==> config.mk <==
export PLATFORM = sky130hd
export DESIGN_NAME = ts_axis
export DESIGN_NICKNAME = d
export VERILOG_FILES = /design/src/design/ts_pkg.sv /design/src/design/ts_axis.sv
export SDC_FILE = /design/constraint.sdc
export NUM_CORES = 1
export LEC_CHECK = 0
export BUFFER_PORTS_ARGS = -buffer_cell sky130_fd_sc_hd__buf_2
export CAP_MARGIN = 0
export CORE_MARGIN = 2
export CORE_UTILIZATION = 64
export CTS_CLUSTER_DIAMETER = 120
export DETAILED_ROUTE_END_ITERATION = 7
export PLACE_DENSITY = 0.84
export SKIP_LAST_GASP = 1
export SYNTH_ARGS = -nofsm -noshare
export SYNTH_HDL_FRONTEND = slang
export SYNTH_SLANG_ARGS = --single-unit
==> constraint.sdc <==
create_clock -name clk -period 8.6 [get_ports clk]
set_clock_uncertainty 0.15 [all_clocks]
set_input_delay 0.43 -clock clk [delete_from_list [all_inputs] [get_ports clk]]
set_output_delay 0.43 -clock clk [all_outputs]
set_load 0.005 [all_outputs]
==> src/design/ts_pkg.sv <==
`timescale 1ns / 1ps
// ----------------------------------------------------------------------------
// ts_pkg
// Types and constants shared by the texture sampler modules.
// ----------------------------------------------------------------------------
package ts_pkg;

    // Action codes of an incoming request
    localparam logic ACT_WRITE  = 1'b0;
    localparam logic ACT_SAMPLE = 1'b1;

    // Configuration register indexes
    localparam logic CFG_TEX_WIDTH  = 1'b0;
    localparam logic CFG_TEX_HEIGHT = 1'b1;

    // Filter modes; the unused code samples as bilinear
    localparam logic [1:0] MODE_WRAP     = 2'd0;
    localparam logic [1:0] MODE_CLAMP    = 2'd1;
    localparam logic [1:0] MODE_BILINEAR = 2'd2;

    localparam int          CFG_W      = 9;
    localparam int          TEXEL_W    = 24;
    localparam int          WT_W       = 17;
    localparam logic [22:0] Q_ONE      = 23'h010000;
    localparam logic [WT_W-1:0] WEIGHT_ONE = 17'h10000;
    localparam logic [23:0] ROUND_HALF = 24'h008000;

    // Texel reads of one bilinear sample
    localparam int TAPS  = 4;
    localparam int TAP_W = 2;

    // Result buffer depth
    localparam int OUT_DEPTH = 4;

    typedef struct packed {
        logic              action;
        logic [7:0]        texel_x;
        logic [7:0]        texel_y;
        logic [7:0]        texel_red;
        logic [7:0]        texel_green;
        logic [7:0]        texel_blue;
        logic signed [23:0] coord_u;
        logic signed [23:0] coord_v;
        logic [1:0]        filter_mode;
    } req_t;

    typedef struct packed {
        logic [7:0] out_red;
        logic [7:0] out_green;
        logic [7:0] out_blue;
    } rsp_t;

    // Request sideband that travels beside the coordinate units
    typedef struct packed {
        logic               write;
        logic               bilinear;
        logic [7:0]         texel_x;
        logic [7:0]         texel_y;
        logic [TEXEL_W-1:0] texel;
    } side_t;

    typedef struct packed {
        logic write;
        logic bilinear;
    } op_ctl_t;

    // Tag that comes back with each texel read
    typedef struct packed {
        logic            valid;
        logic            first;
        logic            last;
        logic [WT_W-1:0] weight;
    } rd_tag_t;

endpackage

==> src/design/ts_axis.sv <==
`timescale 1ns / 1ps
// ----------------------------------------------------------------------------
// ts_axis
// Two-stage coordinate unit for one axis: scale by the texture size, then
// derive the low and high texel index and the 8-bit blend weight.
// ----------------------------------------------------------------------------
module ts_axis #(
    parameter int MAX_SIZE = 256
) (
    input  logic                               clk,
    input  logic                               en_a,
    input  logic                               en_b,
    input  logic signed [23:0]                 coord,
    input  logic [1:0]                         mode,
    input  logic [$clog2(MAX_SIZE+1)-1:0]      size,
    output logic [$clog2(MAX_SIZE)-1:0]        lo,
    output logic [$clog2(MAX_SIZE)-1:0]        hi,
    output logic [7:0]                         wt
);

    localparam int SW = $clog2(MAX_SIZE + 1);
    localparam int IW = $clog2(MAX_SIZE);
    localparam int PW = 23 + SW;
    localparam int EW = PW - 16;

    logic          neg;
    logic          over;
    logic [22:0]   mag;
    logic [22:0]   opa;
    logic [SW-1:0] opb;

    logic [PW-1:0] prod_reg;
    logic [1:0]    mode_reg;
    logic          neg_reg;

    logic [EW-1:0] whole;
    logic [15:0]   frac;
    logic [EW-1:0] last_idx;
    logic [EW-1:0] a_cl;
    logic [EW-1:0] b_raw;
    logic [EW-1:0] b_cl;
    logic [IW-1:0] lo_next;
    logic [IW-1:0] hi_next;
    logic [7:0]    wt_next;

    logic [IW-1:0] lo_reg;
    logic [IW-1:0] hi_reg;
    logic [7:0]    wt_reg;

    // Stage a: fold or clamp the coordinate and pick the multiplier operands
    always_comb
    begin
        neg  = coord[23];
        mag  = coord[22:0];
        over = !neg && (mag > ts_pkg::Q_ONE);
        opb  = size;
        case (mode)
            ts_pkg::MODE_WRAP:
            begin
                opb = size - SW'(1);
                if (!neg && !over)
                    opa = mag;
                else if (neg && coord[15:0] == 16'd0)
                    opa = ts_pkg::Q_ONE;
                else
                    opa = {7'd0, coord[15:0]};
            end
            ts_pkg::MODE_CLAMP:
                opa = mag;
            default:
                opa = neg ? 23'd0 : (over ? ts_pkg::Q_ONE : mag);
        endcase
    end

    always_ff @(posedge clk)
    begin
        if (en_a)
        begin
            prod_reg <= PW'(opa) * PW'(opb);
            mode_reg <= mode;
            neg_reg  <= neg;
        end
    end

    // Stage b: integer part, neighbors and weight
    always_comb
    begin
        whole    = prod_reg[PW-1:16];
        frac     = prod_reg[15:0];
        last_idx = EW'(size) - EW'(1);
        a_cl     = (whole > last_idx) ? last_idx : whole;
        b_raw    = whole + EW'(frac != 16'd0);
        b_cl     = (b_raw > last_idx) ? last_idx : b_raw;
        case (mode_reg)
            ts_pkg::MODE_WRAP:
            begin
                lo_next = IW'(whole);
                hi_next = IW'(whole);
                wt_next = 8'd0;
            end
            ts_pkg::MODE_CLAMP:
            begin
                lo_next = neg_reg ? '0 : IW'(a_cl);
                hi_next = lo_next;
                wt_next = 8'd0;
            end
            default:
            begin
                lo_next = IW'(a_cl);
                hi_next = IW'(b_cl);
                wt_next = (a_cl != b_cl) ? frac[15:8] : 8'd0;
            end
        endcase
    end

    always_ff @(posedge clk)
    begin
        if (en_b)
        begin
            lo_reg <= lo_next;
            hi_reg <= hi_next;
            wt_reg <= wt_next;
        end
    end

    assign lo = lo_reg;
    assign hi = hi_reg;
    assign wt = wt_reg;

endmodule

Word-level counts from Yosys, hierarchy flattened
Cells that the tools add are included.

Add/sub/neg operators: 3. Bitwise operators: 1. Order comparisons: 3. Divide/modulo/power cells: 0. Multiplexer cells: 11. Eq/ne operators: 3. Reductions and logical operators: 10. Multipliers: 1. Shifts and indexed selects: 0.

Operators by type and width (number): $mux W23 (3); $pmux W23 S2 (1); $gt A16 B16 Y1 (2); $mul A23 B9 Y32 (1); $mux W16 (2); $pmux W8 S2 (2); $gt A23 B17 Y1 const B (1); $mux W17 (1); $add A16 B1 Y16 (1); $logic_not A16 Y1 (1); $ne A16 B16 Y1 (1); $reduce_bool A16 Y1 (1); $sub A9 B1 Y10 const B (1); $mux W9 (1); $sub A9 B1 Y9 const B (1); $mux W8 (1); $eq A2 B1 Y1 const B (2); $logic_not A2 Y1 (2); $logic_and A1 B1 Y1 (3); $reduce_or A3 Y1 (1); $logic_not A1 Y1 (2); $not A1 Y1 (1).

Bits in writable memories: 0. Bits in registers: 59. Bits in read-only memories: 0. Output and inout bits: 24. Memories: 0. Bits in latches: 0.

Longest topological paths before layout
Word-level depth: 7. Mapped depth: 26.

Worst setup path after synthesis
No wires, ideal clock.

Kind: input-to-reg. Start point: input port coord[6]. End point: register prod_reg[30], data pin. Path slack: 1.838 ns. Arrival: 6.351 ns. Setup time: 0.262 ns. Cell stages on the path: 25. Path through: clkbuf_1 nor4_1 nand4_1 a211o_1 and2_1 clkbuf_1 nor2_1 clkbuf_1 nand2_1 fa_1 inv_1 fa_1 fa_1 inv_1 fa_1 inv_1 ha_1 a21o_1 a21o_1 a31o_2 a22o_1 a41oi_1 a211oi_1 o31ai_1 xnor2_1.

Longest elaborated chain between the ends: 7.

RTL lines: start, declared (line ts_axis.sv:13) `input logic signed [23:0] coord,`; $gt A23 B17 Y1 (line ts_axis.sv:55) `over = !neg && (mag > ts_pkg::Q_ONE);`; $logic_and A1 B1 Y1 (line ts_axis.sv:55); $logic_not A1 Y1 (line ts_axis.sv:61) `if (!neg && !over)`; $logic_and A1 B1 Y1 (line ts_axis.sv:61); $mux W23 (line ts_axis.sv:61); $pmux W23 S2 * (line ts_axis.sv:57) `case (mode)`; $mul A23 B9 Y32 * (line ts_axis.sv:79) `prod_reg <= PW'(opa) * PW'(opb);`; end signal, assigned (line ts_axis.sv:79); end, declared (line ts_axis.sv:32) `logic [PW-1:0] prod_reg;`.

Mark *: on every way between the ends. The rest lies on a longest branch, timed or not. A chain may end at the register's enable or synchronous reset.

Final worst setup path
Start point: input port size[0]. End point: register prod_reg[30], data pin.

Longest elaborated chain between the ends: 3.

RTL lines: start, declared (line ts_axis.sv:15) `input logic [$clog2(MAX_SIZE+1)-1:0] size,`; $sub A9 B1 Y9 (line ts_axis.sv:60) `opb = size - SW'(1);`; $mux W9 * (line ts_axis.sv:57); $mul A23 B9 Y32 * (line ts_axis.sv:79).

Marked as above.

==> metrics.log <==
[metrics] worst reg-to-reg setup slack: 2960 ps
[metrics] data arrival time of the critical path: 7450 ps
[metrics] library cell with the highest instance count after synthesis: inv_1
[metrics] Reg clk slew, reported paths: 50 ps
[metrics] Layout area overhead: 6.44%
[metrics] Site Rows: 48
[metrics] PostCTS Resize Cnt: 0
[metrics] Worst path most repeated cell: fa_1
[metrics] highest fanout seen on the critical path: 16
[metrics] routed len/inst: 17.4 um
[metrics] WL final: 26400 um
[metrics] routed length on met3: 2180 um
[metrics] cell types with the largest area share after synthesis: fa_1 27%, edfxtp_1 16%, ha_1 9.8%
[metrics] Boundary Pins: 62
[metrics] count of synthesis-stage warnings from yosys: 0
[metrics] buffers inserted by post-CTS timing repair: 0
[metrics] total design power: 2240 uW
[metrics] total length of routed met2 wires: 12500 um
[metrics] Crit Path Class: in -> reg
[metrics] area share of the largest cell type after synthesis: 26.7%
[metrics] global route total overflow: 0
[metrics] result of the run: finished, final reports clean
[metrics] worst endpoint required time: 8530 ps
[metrics] CTS Buf Count: 9
[metrics] Post-DP HPWL: 21500 um
[metrics] critical register-to-register path endpoint: wt[1]$_SDFFCE_PP0P_
[metrics] highest routed metal layer: met4
[metrics] number of instances in the synthesized netlist: 1263
[metrics] latest clock arrival within the worst-skew pair: 330 ps
[metrics] Setup Total Neg Slack: 0 ps
[metrics] clock sinks: 59
[metrics] biggest area consumer among synthesized cells: fa_1
[metrics] first-pass GRT wire length: 43100 um
[metrics] setup repair after global routing missed its margin: no
[metrics] net total in the final layout: 1561
[metrics] H-Tree Depth: 3
[metrics] number of enable flip-flop cells after synthesis: 59
[metrics] total core area: 17100 um2
[metrics] achievable clock frequency: 133 MHz
[metrics] iteration-0 DRC count of the detailed router: 718
[metrics] crit end category: flop
[metrics] Critical Path Start Type: input port
[metrics] antenna violations before repair: 1
[metrics] highest ir drop seen on vdd: 0.139 mV
[metrics] sequential area share after synthesis: 16.0%
[metrics] Die Span Y: 136 um
[metrics] number of optimization iterations in the first detailed-route pass: 5
[metrics] relative max-transition margin: 24.8%
[metrics] number of design rule violations left after detail routing: 0
[metrics] master of the slowest instance on the critical path: fa_1
[metrics] top post-synthesis cells by count: 176 x inv_1, 148 x fa_1, 140 x nand2_1
[metrics] weighted congestion reported at the end of routability-driven placement: 0.950
[metrics] Hold Crit Endpoint: neg_reg$_DFFE_PP_
[metrics] CTS max path bufs: 2
[metrics] Main synth FF type: edfxtp_1
[metrics] areal power density over the cells: 190 nW/um2
[metrics] final count of pins violating max slew: 0
[metrics] transition time at the pin with the least slew margin: 1120 ps
[metrics] startpoint of the worst hold path: coord[23]
[metrics] Cell variety after synth: 74
[metrics] number of cells traversed by the worst register-to-register path: 14
[metrics] Synth Cell Area: 11100 um2
[metrics] vias in the first global route: 8779
[metrics] number of nets still failing antenna checks after routing: 0
[metrics] M1 wire length: 10900 um
[metrics] Post-Syn Area per Cell: 8.78 um2
[metrics] total nets after synthesis: 1536
[metrics] CTS hold repair buffers: 0
[metrics] flop and latch count out of synthesis: 59
[metrics] routed vias/inst: 6.03
[metrics] TritonCTS clock tree: yes
[metrics] largest stage delay on the critical path: 550 ps
[metrics] number of cells on the worst hold path: 1
[metrics] via count of the routed design: 9162
[metrics] period utilisation layout: 87.5%
[metrics] count of buffers from port buffering: 61
[metrics] count of fill cells added during filler insertion: 1346
[metrics] MaxCap Viol Count: 0
[metrics] leakage power of the design: 0.00559 uW
[metrics] endpoints failing setup: 0
[metrics] Largest register FFs: 32
[metrics] CTS Root Buffer Type: clkbuf_16
[metrics] beginning of the worst register-to-register path: prod_reg[16]$_DFFE_PP_
[metrics] Final Hold Vio Count: 0
[metrics] initial core utilization: 64.8%
[metrics] largest net degree at the start of global routing: 36
[metrics] horizontal die dimension: 136 um
[metrics] die outline area: 18400 um2
[metrics] overall fraction of global-route tracks in use: 29.7%
[metrics] Async SR Flop Fraction: 0%
[metrics] share of cells above drive strength 1: 8.35%
[metrics] path type of the worst min-delay path: in -> reg
[metrics] shortest period the worst path allows: 7530 ps
==> area by class of cell <==
class / instances / area (um2) / share of cell area (%)
Antenna cell: 1 / 2.50 / 0.0212
Clock buffer: 9 / 225 / 1.91
Clock inverter: 7 / 76.3 / 0.647
Inverter: 177 / 664 / 5.63
Multi-Input combinational cell: 970 / 8400 / 71.2
Sequential cell: 59 / 1770 / 15.0
Tap cell: 225 / 282 / 2.39
Timing Repair Buffer: 71 / 380 / 3.22
==> metrics by stage <==
step / instances / utilization (%) / hold WS (ps) / cell area, um2 / worst slack, ps
floorplan: 1263 / - / 379 / 11100 / 1840
global placement: 1502 / 67.2 / 457 / 11500 / 1020
detailed placement: 1502 / 67.2 / 453 / 11500 / 818
CTS: 1518 / 68.9 / 237 / 11800 / 1140
global route: 1518 / 68.9 / 257 / 11800 / 767
finish: 1519 / 69.0 / 261 / 11800 / 1070
==> worst max-delay path: cells and delay by family <==
family | cells | cell delay, ps
buf+inv | 5 | 680
simple gates | 5 | 1350
xor+xnor | 2 | 460
compound gates | 7 | 1790
fa+ha+maj | 6 | 2700
==> cells by family after synthesis <==
kind of cell               count (synthesis)  share of synthesized area [%]
buffers and inverters                    234                           8.26
AOI/OAI and AO/OA                        213                           12.9
xor gates and xnor gates                  57                           4.63
and+or+nand+nor                          461                           21.3
adders and majority gates                235                           36.5
muxes                                      4                          0.372
DFF                                       59                           16.0
==> power breakdown <==
group          total, uW  switching (uW)  internal [uW]  leakage, uW
clock network        359             134            225     0.000142
logic               1320             770            550      0.00486
registers            566             116            450     0.000583
total               2240            1020           1230      0.00559
==> worst max-delay path by stage <==
stage	start	end	depth (start not counted)	slack, ps
2_1_floorplan	coord[6]	prod_reg[30]$_DFFE_PP_	25	1840
3_3_place_gp	size[0]	prod_reg[30]$_DFFE_PP_	25	1020
3_5_place_dp	size[0]	prod_reg[30]$_DFFE_PP_	25	820
4_1_cts	size[0]	prod_reg[30]$_DFFE_PP_	25	1140
5_1_grt	size[0]	prod_reg[30]$_DFFE_PP_	25	770
6_report	size[0]	prod_reg[30]$_DFFE_PP_	25	1070
==> cells in the final DEF (no fill, tap or decap), types with 3 or more instances in the layout <==
cell type  netlist  final
a211o_1          7      7
a211oi_1        11     11
a21o_1          16     16
a21oi_1         62     62
a22oi_1          4      4
a31o_2           3      3
a32oi_1          3      3
and2_1         109    109
and3_1           7      7
and4_1           6      6
buf_2            5     61
buf_4            4     10
clkbuf_16        0      9
edfxtp_1        59     59
fa_1           148    148
ha_1            87     87
inv_1          176    176
mux2i_1          3      3
nand2_1        140    140
nand2b_1        15     15
nand3_1         23     23
nand4_1         12     12
nor2_1          75     75
nor2b_1         10     10
nor3_1          22     22
nor4_1          14     14
nor4_2           3      3
o211ai_1        11     11
o21a_1          12     12
o21ai_0         40     40
o22ai_1          4      4
o311ai_0         5      5
o31ai_1          5      5
or2_2            4      4
or3_1            8      8
or4_1            4      4
xnor2_1         31     31
xor2_1          25     25
==> per-layer routing <==
| metal | up-vias | global-route usage, % |
|---|---|---|
| li1 | 4268 | - |
| met1 | 4371 | 40.7 |
| met2 | 455 | 48.0 |
| met3 | 68 | 4.49 |
| met4 | 0 | 11.4 |
| met5 | - | 0 |
Note: power is estimated with default switching activity, not from simulation.
