**src/design/ts_pkg.sv**
```systemverilog
`timescale 1ns / 1ps
// ----------------------------------------------------------------------------
// ts_pkg
// Types and constants shared by the texture sampler modules.
// ----------------------------------------------------------------------------
package ts_pkg;

    // Action codes of an incoming request
    localparam logic ACT_WRITE  = 1'b0;
    localparam logic ACT_SAMPLE = 1'b1;

    // Configuration register indexes
    localparam logic CFG_TEX_WIDTH  = 1'b0;
    localparam logic CFG_TEX_HEIGHT = 1'b1;

    // Filter modes; the unused code samples as bilinear
    localparam logic [1:0] MODE_WRAP     = 2'd0;
    localparam logic [1:0] MODE_CLAMP    = 2'd1;
    localparam logic [1:0] MODE_BILINEAR = 2'd2;

    localparam int          CFG_W      = 9;
    localparam int          TEXEL_W    = 24;
    localparam int          WT_W       = 17;
    localparam logic [22:0] Q_ONE      = 23'h010000;
    localparam logic [WT_W-1:0] WEIGHT_ONE = 17'h10000;
    localparam logic [23:0] ROUND_HALF = 24'h008000;

    // Texel reads of one bilinear sample
    localparam int TAPS  = 4;
    localparam int TAP_W = 2;

    // Result buffer depth
    localparam int OUT_DEPTH = 4;

    typedef struct packed {
        logic              action;
        logic [7:0]        texel_x;
        logic [7:0]        texel_y;
        logic [7:0]        texel_red;
        logic [7:0]        texel_green;
        logic [7:0]        texel_blue;
        logic signed [23:0] coord_u;
        logic signed [23:0] coord_v;
        logic [1:0]        filter_mode;
    } req_t;

    typedef struct packed {
        logic [7:0] out_red;
        logic [7:0] out_green;
        logic [7:0] out_blue;
    } rsp_t;

    // Request sideband that travels beside the coordinate units
    typedef struct packed {
        logic               write;
        logic               bilinear;
        logic [7:0]         texel_x;
        logic [7:0]         texel_y;
        logic [TEXEL_W-1:0] texel;
    } side_t;

    typedef struct packed {
        logic write;
        logic bilinear;
    } op_ctl_t;

    // Tag that comes back with each texel read
    typedef struct packed {
        logic            valid;
        logic            first;
        logic            last;
        logic [WT_W-1:0] weight;
    } rd_tag_t;

endpackage

```
**src/design/ts_blend.sv**
```systemverilog
`timescale 1ns / 1ps
// ----------------------------------------------------------------------------
// ts_blend
// Weighted accumulation of returned texels, rounding, and the result buffer
// that decouples the sampler from a stalled receiver.
// ----------------------------------------------------------------------------
module ts_blend (
    input  logic                        clk,
    input  logic                        rst_n,
    input  logic                        start,
    input  ts_pkg::rd_tag_t             tag,
    input  logic [ts_pkg::TEXEL_W-1:0]  rdata,
    output logic                        room,
    output logic                        rsp_valid,
    input  logic                        rsp_ready,
    output ts_pkg::rsp_t                rsp_data
);

    localparam int PTR_W = $clog2(ts_pkg::OUT_DEPTH);
    localparam int CNT_W = $clog2(ts_pkg::OUT_DEPTH + 1);

    logic [2:0][23:0] acc_reg;
    logic [2:0][23:0] acc_next;
    logic [2:0][23:0] rnd;
    logic             done_reg;

    ts_pkg::rsp_t     fifo_mem [ts_pkg::OUT_DEPTH];
    logic [PTR_W-1:0] wr_ptr_reg;
    logic [PTR_W-1:0] rd_ptr_reg;
    logic [CNT_W-1:0] count_reg;
    logic [CNT_W-1:0] pending_reg;
    logic             pop;
    logic [CNT_W:0]   used;

    always_comb
    begin
        for (int c = 0; c < 3; c++)
        begin
            acc_next[c] = (tag.first ? 24'd0 : acc_reg[c])
                        + 24'(25'(tag.weight) * 25'(rdata[8*(2-c) +: 8]));
            rnd[c] = acc_reg[c] + ts_pkg::ROUND_HALF;
        end
    end

    always_ff @(posedge clk)
    begin
        if (tag.valid)
            acc_reg <= acc_next;
        if (done_reg)
            fifo_mem[wr_ptr_reg] <= '{out_red: rnd[0][23:16], out_green: rnd[1][23:16],
                                      out_blue: rnd[2][23:16]};
    end

    assign pop  = rsp_valid && rsp_ready;
    assign used = (CNT_W+1)'(count_reg) + (CNT_W+1)'(pending_reg);
    assign room = used < (CNT_W+1)'(ts_pkg::OUT_DEPTH);

    always_ff @(posedge clk or negedge rst_n)
    begin
        if (!rst_n)
        begin
            done_reg    <= 1'b0;
            wr_ptr_reg  <= '0;
            rd_ptr_reg  <= '0;
            count_reg   <= '0;
            pending_reg <= '0;
        end
        else
        begin
            done_reg <= tag.valid && tag.last;
            if (done_reg)
                wr_ptr_reg <= wr_ptr_reg + PTR_W'(1);
            if (pop)
                rd_ptr_reg <= rd_ptr_reg + PTR_W'(1);
            count_reg   <= count_reg + CNT_W'(done_reg) - CNT_W'(pop);
            pending_reg <= pending_reg + CNT_W'(start) - CNT_W'(done_reg);
        end
    end

    assign rsp_valid = (count_reg != '0);
    assign rsp_data  = fifo_mem[rd_ptr_reg];

endmodule

```
**config.mk**
```make
export PLATFORM = sky130hd
export DESIGN_NAME = ts_blend
export DESIGN_NICKNAME = d
export VERILOG_FILES = /design/src/design/ts_pkg.sv /design/src/design/ts_blend.sv
export SDC_FILE = /design/constraint.sdc
export NUM_CORES = 1
export LEC_CHECK = 0
export BUFFER_PORTS_ARGS = -buffer_cell sky130_fd_sc_hd__buf_2
export CORE_ASPECT_RATIO = 1.5
export CORE_MARGIN = 10
export CORE_UTILIZATION = 50
export CTS_BUF_LIST = sky130_fd_sc_hd__clkbuf_4
export DETAILED_ROUTE_END_ITERATION = 16
export MAX_ROUTING_LAYER = met4
export PLACE_DENSITY_LB_ADDON = 0.25
export RECOVER_POWER = 25
export SYNTH_ARGS = -nofsm -noshare
export SYNTH_HDL_FRONTEND = slang
export SYNTH_SLANG_ARGS = --single-unit
```
**constraint.sdc**
```tcl
create_clock -name clk -period 13.1 [get_ports clk]
set_clock_uncertainty 0.1 [all_clocks]
set_input_delay 2.62 -clock clk [delete_from_list [all_inputs] [get_ports clk]]
set_output_delay 2.62 -clock clk [all_outputs]
set_load 0.02 [all_outputs]
```
# Word-level counts from Yosys, hierarchy flattened
# Memories as Yosys holds them, arrays and structs flattened.
# Index checks and enable logic that the tools add are counted.
[op_classes] shift=0 eq_ne=0 n_mul=3 n_lt_le_gt_ge=1 mux=5 bitwise=0 addsub=13 n_reduce_logical=3 n_div=0
[op_table] cell="adder 24 x 16 -> 24 bit, second input constant" count=3
[op_table] cell="adder 24 bit" count=3
[op_table] cell="multiplier 17 x 8 -> 24 bit" count=3
[op_table] cell="2-to-1 mux 24 bit" count=3
[op_table] cell="adder 3 x 1 -> 3 bit" count=2
[op_table] cell="subtractor 3 x 1 -> 3 bit" count=2
[op_table] cell="adder 2 x 1 -> 2 bit, second input constant" count=2
[op_table] cell="adder 3 x 3 -> 4 bit" count=1
[op_table] cell="less-than comparator 4 x 3 -> 1 bit, second input constant" count=1
[op_table] cell="nonzero test 3 bit" count=1
[op_table] cell="logical AND 1 bit" count=2
[op_table] cell="2-to-1 mux 1 bit" count=2
[totals] out_inout_bits=26 rom_bits=0 in_bits=48 latch_bits=0 ramBits=96 elab_cells=34 register_bits=83 memories=1
[mem_list] name="fifo_mem" words=4 width=24 read_ports=1 rd_ports_with_merged_regs=0 wr=1 line_no="ts_blend.sv:27" source="ts_pkg::rsp_t fifo_mem [ts_pkg::OUT_DEPTH];"

# Longest topological paths before layout
# Gate-level depths: netlist of run 1.
[depth] word_depth=3 depth_mapped=20 depth_no_buf=17

# Worst setup path after synthesis of run 1
# No wires, ideal clock.
[synth_path] kind="input to register" startpoint="input tag[18] (netlist bit)" endpoint="register acc_reg[17] (netlist bit), data pin" t_required_ns=12.734 setup_ns=0.266 path_slack_ns=5.953 path_stages=18 arrival_ns=6.781 path_cell_list="clkbuf_1 clkbuf_1 clkbuf_1 nand2b_1 fa_1 inv_1 fa_1 fa_1 inv_1 fa_1 inv_1 ha_1 o21a_1 o211ai_1 nor2_1 a2111oi_0 nor3_1 xor2_1"
[synth_lines] item="start: declaration" line_no="ts_blend.sv:11" source="input ts_pkg::rd_tag_t tag,"
[synth_lines] item="end signal: assignment" line_no="ts_blend.sv:48" source="acc_reg <= acc_next;"
[synth_lines] item="end: declaration" line_no="ts_blend.sv:22" source="logic [2:0][23:0] acc_reg;"

==> results.toml, run 1 <==
[status]
status = "complete, but fails checks"
violations = "capacitance limit, slew limit"

[die]
io-pin-count = 74
initial_utilization = 0.5060
die_area_um2 = 52360
rows = 93
core_um2 = 42940
die_w_um = 190.2
die_h_um = 275.3

[global_route]
grt_pass1_wl_mm = 82.56
overflow = 0
grt_max_degree = 73
grt_pass1_vias = 16380
antenna_found_initial = 2
grt_usage = 0.2023

[routing]
drt-initial-drc-count = 670
wl_mm = 48.76
drc = 0
drt-pass1-iter-count = 14
via_per_inst = 5.316
avgRoutedWirePerCell_um = 17.91
vias = 14470
postRouteAntennaNets = 0

[clock_tree]
cts_setup_buffers = 0
insertion_delay_ps = 660
cts_tree = "built"
cts.path.max_buffers = 2
clk_pin_slew_ps = 180
root_buffer = "clkbuf_4"
cts.repair.resized = 0
cts.sinks = 179
numCtsBuffers = 17
hold_buffers = 0
htree_levels = 4

[synth]
synth_ff_type = "edfxtp_1"
ys_top_cells_by_area = "fa_1, edfxtp_1, inv_1"
synthTopCellsByCount = "inv_1, fa_1, and2_1"
postSynthAreaPerCell_um2 = 10.27
yosysSeqAreaShare = 0.2449
synth.top_cell.area_share = 0.3114
synthDistinctLibCells = 61
synth_edf_count = 168
synth_seq_cells = 179
synth_async_sr_flop_share = 0.06145
synth_area_leader_cell = "fa_1"
synthCells = 2116
synthesis.area_um2 = 21730
synth.net_count = 2638
yosysWarnings = 0
synth.most_common_cell = "inv_1"

[min_path]
hp-start = "pending_reg[2]"
worstHoldPathType = "flop to flop"

[cells_and_area]
final_util = 0.5330
layout-drive-gt1-share = 0.06933
final_net_count = 2658
largest_register_ffs = 96
area_growth_pct = 5.333

[pwr]
leakage_nw = 10.67
sw_frac_of_total = 0.4909
net-switching-power_mw = 2.952
p_int_mw = 3.062
power_frac_clock = 0.059
cellPowerDensity_nw_per_um2 = 262.8
p_comb_frac = 0.739
vdd_drop_max_mv = 0.1457
power_frac_seq = 0.202

[setup_path]
cp.required_ps = 13410
cp-endpoint = "acc_reg[20]"
ff2ff_setup_slack_ps = 8320
worst_setup_path_start_kind = "input pin"
endpoint_kind = "flop"
r2r_cells = 15
critPathKind = "input pin to flop"
cp-startpoint = "tag[18]"
crit_fanout = 72
arrival_ps = 7290
r2r_end = "acc_reg[71]"
r2r-start = "acc_reg[64]"

[timing]
finalSetupViolCount = 0
rsz0062_at_grt = "false"
worstMarginPinSlew_ps = 1563
setup_slack_ps = 6121
fmax_mhz = 143.3
slew_viol_final = 25
final.min_clock_period_ps = 6979
fin_tns_setup_ps = 0
layout_worst_path_cycle_share = 0.5327
final_hold_viol_count = 0
relSlewSlack = -0.04213

[placed_design]
port_buffers = 73
routabilityCongestion = 0.8887
post-dp-hpwl_mm = 36.62
post-place-ws_ps = 5477

[flow_run]
max_cap_violations = 1
## worst min-delay path by stage
stage | end | slack [ps] | cells after the start
CTS | pending_reg[2] | 410 | 1
global placement | pending_reg[2] | 380 | 1
floorplan | pending_reg[2] | 350 | 1
detailed placement | pending_reg[2] | 390 | 1
global route | pending_reg[2] | 460 | 1
finish | pending_reg[2] | 400 | 1
## layer usage
layer  track usage  share of wire
met5             -              0
met1        0.2266           0.40
met2        0.3702           0.55
met4       0.06502          0.023
met3       0.02059          0.034
## worst max-delay path, cell delays in order
cell      delay (ps)
buf_2             80
buf_4            580
nand2b_1         230
fa_1             400
inv_1             90
fa_1             440
fa_1             560
inv_1             50
fa_1             470
inv_1             40
ha_1             360
nand2_1          100
nor4_1           280
a21oi_1          150
o21ai_0          450
o22ai_1          180
xnor2_1          160
## area by class of cell
class                           count  area, µm²
Clock buffer                       17      127.6
Multi-Input combinational cell   1386      14330
Sequential cell                   179       5320
Tap cell                          570      713.2
Timing Repair Buffer               81      420.4
Antenna cell                        3      7.507
Clock inverter                     15      198.9
Fill cell                        3868      20050
Inverter                          471       1768
## through the flow
stage          area, µm²  std cells  power, mW  hold slack (ps)
2_1_floorplan      21730       2116      4.661            349.4
3_3_place_gp       22560       2687      5.553            375.8
3_5_place_dp       22560       2687      5.668            386.8
4_1_cts            22890       2719      6.068            412.8
5_1_grt            22880       2721      6.717            455.5
6_report           22890       2722      6.014            404.5
## power groups by stage
| stage | Sequential [mW] | Clock (mW) | Combinational (mW) |
|---|---|---|---|
| after floorplan | 1.17 | 0 | 3.49 |
| after global placement | 1.23 | 0 | 4.32 |
| after detailed placement | 1.23 | 0 | 4.43 |
| after CTS | 1.22 | 0.369 | 4.48 |
| after global routing | 1.23 | 0.386 | 5.10 |
| final | 1.22 | 0.356 | 4.44 |
## cell families (layout without fill, tap and decap cells)
family,count (synthesis),after routing,share of synthesized area
flip-flops,179,179,0.2449
XOR/XNOR,87,87,0.03507
multiplexers,26,26,0.02580
adder cells (fa/ha/maj),474,474,0.3897
other,0,3,0
AO/OA/AOI/OAI,153,153,0.04670
buffers and inverters,551,584,0.09559
AND/OR/NAND/NOR,646,646,0.1622
## cell usage in the layout (no fill, tap or decap), drive strengths merged, types with 4 or more instances in the layout
cell type,instances
clkbuf,19
edfxtp,168
a31oi,4
nand2b,67
a211oi,7
nand3b,5
mux4,24
nand2,168
nor2,30
buf,79
ha,136
o311ai,4
xor2,21
a21oi,52
o21ai,26
and3,12
o2111ai,6
dfrtp,11
a21o,15
xnor2,66
clkinv,9
and2,280
nor2b,19
nand3,21
o211ai,13
nor3,16
nand4,10
fa,338
o21bai,4
inv,477
(Power assumes the default switching activity.)
==> run 2, diff against run 1 <==
Clock period 13.1 ns to 6.3 ns, I/O delays scaled along.
==> run 2 against run 1 <==
Compared with the run above:
- the flow still finishes with violations (capacitance limit, slew limit)
- combinational power grew 110%
- utilization grew 0.19 points
- sequential power increased by 110%
- via count fell by 0.41%
- clock power rose by 110%
- global-route usage decreased by 0.074 points
- first-iteration DRC count up 23%
- sequential cell count unchanged
- design area grew 0.35%
- routed wire length is 0.46% lower
- non-clock buffer count rose by 9
- worst setup slack worse by 5300 ps
- critical endpoint is now acc_reg[44]
==> results.toml, run 2 (same netlist as run 1, synthesis figures left out) <==
[pwr]
vdd_drop_max_mv = 0.3431
leakage_nw = 10.72
cellPowerDensity_nw_per_um2 = 548.1

[timing]
relSlewSlack = -0.1104
slew_viol_final = 25
finalSetupViolCount = 0
fmax_mhz = 183.6
fin_tns_setup_ps = 0
worstMarginPinSlew_ps = 1666
final_hold_viol_count = 0
final.min_clock_period_ps = 5446
layout_worst_path_cycle_share = 0.8645
rsz0062_at_grt = "false"

[die]
initial_utilization = 0.5060
core_um2 = 42940
io-pin-count = 74
die_h_um = 275.3
die_w_um = 190.2
rows = 93
die_area_um2 = 52360

[cells_and_area]
area_growth_pct = 5.701
largest_register_ffs = 96
fillers = 3859
layout_common_cells = "inv_1, fa_1, and2_1"
final_util = 0.5349
final_design_area_no_fill_um2 = 22970
final_net_count = 2667
layout-drive-gt1-share = 0.07275
final_common_cell = "inv_1"

[setup_path]
cp.required_ps = 6620
crit_path_max_incr_delay_ps = 570
endpoint_kind = "flop"
arrival_ps = 5770
cpMaxStageDelayCell = "fa_1"
crit_fanout = 24
crit_top_cell = "fa_1"
crit_chain = "buf_2 -> nand2_1 -> fa_1 -> inv_1 -> fa_1 -> fa_1 -> inv_1 -> fa_1 -> inv_1 -> ha_1 -> o211ai_1 -> o211ai_1 -> a32oi_1 -> o21ai_0 -> mux2i_1 -> o2111ai_1"
worst_setup_path_start_kind = "input pin"
critPathKind = "input pin to flop"

[routing]
drc = 0
avgRoutedWirePerCell_um = 17.77
vias = 14410
drt-pass1-iter-count = 5
wl_mm = 48.54
via_per_inst = 5.275
drt-initial-drc-count = 821
postRouteAntennaNets = 0

[clock_tree]
numCtsBuffers = 17
htree_levels = 4
hold_buffers = 0
insertion_delay_ps = 690
cts_setup_buffers = 0
cts.repair.resized = 0
cts_tree = "built"
cts.path.max_buffers = 2
clk_pin_slew_ps = 190
cts.sinks = 179
root_buffer = "clkbuf_4"

[global_route]
grt_usage = 0.2015
antenna_found_initial = 4
grt_pass1_wl_mm = 81.79
grt_pass1_vias = 16130
overflow = 0
grt_max_degree = 54

[status]
status = "complete, but fails checks"
violations = "capacitance limit, slew limit"

[placed_design]
post-dp-hpwl_mm = 37.59
dpl_cell_area_um2 = 22640
routabilityCongestion = 0.8744
port_buffers = 73

[flow_run]
max_cap_violations = 1

[min_path]
worstHoldPathType = "flop to flop"
==> run 2: cell count changes in the layout (fill, tap and decap cells not counted), sizes merged <==
cell      before  now
buf           79   87
clkinv         9    6
inv          477  479
clkbuf        19   20
clkinvlp       0    1
diode          3    4
==> run 2: path summary, 6_finish.rpt <==
kind                                startpoint        endpoint  slack (ps)  cells after the start
worst max-delay path                    tag[7]     acc_reg[44]         850                     16
max in group asynchronous                rst_n  pending_reg[1]        5260                      1
min in group asynchronous                rst_n    count_reg[2]         460                      1
worst min register to register  pending_reg[2]  pending_reg[2]         410                      1
worst max register to register     acc_reg[15]     acc_reg[21]        1490                     14
worst min-delay path            pending_reg[2]  pending_reg[2]         410                      1
==> run 2: critical path, delay by kind of cell <==
family | cells | cell delay (ps)
adders and majority gates | 5 | 2410
AOI/OAI and AO/OA | 5 | 1100
buffers and inverters | 4 | 570
muxes | 1 | 240
and+or+nand+nor | 1 | 170
==> run 2: final cells by class <==
type                    instances  area (µm²)  area share
diodes                          4       10.01   0.0004358
clock buffers                  17       127.6    0.005557
inverters                     471        1768     0.07698
clock inverters                15       197.7    0.008608
repair buffers                 90       499.2     0.02174
multi-input cells            1386       14330      0.6240
flip-flops and latches        179        5320      0.2317
well taps                     570       713.2     0.03105
==> run 2: metrics by stage <==
| step | hold slack [ps] | cells | total power [mW] | setup slack (ps) |
|---|---|---|---|---|
| floorplan | 349.4 | 2116 | 9.691 | 513.1 |
| global placement | 380.7 | 2696 | 11.61 | 305.7 |
| detailed placement | 400.1 | 2696 | 11.85 | 197.6 |
| CTS | 310.0 | 2728 | 12.67 | 923.2 |
| global route | 431.5 | 2732 | 14.05 | 546.4 |
| finish | 413.8 | 2732 | 12.59 | 853.6 |
==> run 2: per-layer routing <==
layer / track usage / vias up / share of wire / wire [µm]
met4: 0.05941 / 0 / 0.021 / 1009
met3: 0.01895 / 63 / 0.028 / 1380
met5: - / - / 0 / 0
met2: 0.3719 / 297 / 0.56 / 26980
met1: 0.2263 / 7450 / 0.39 / 19170
li1: - / 6601 / - / -
==> run 2: power breakdown <==
part           switching [mW]  internal, mW  total, mW
Sequential              0.243          2.28       2.52
Combinational            5.39          3.92       9.31
Clock                   0.552         0.200      0.752
Total                    6.18          6.40       12.6
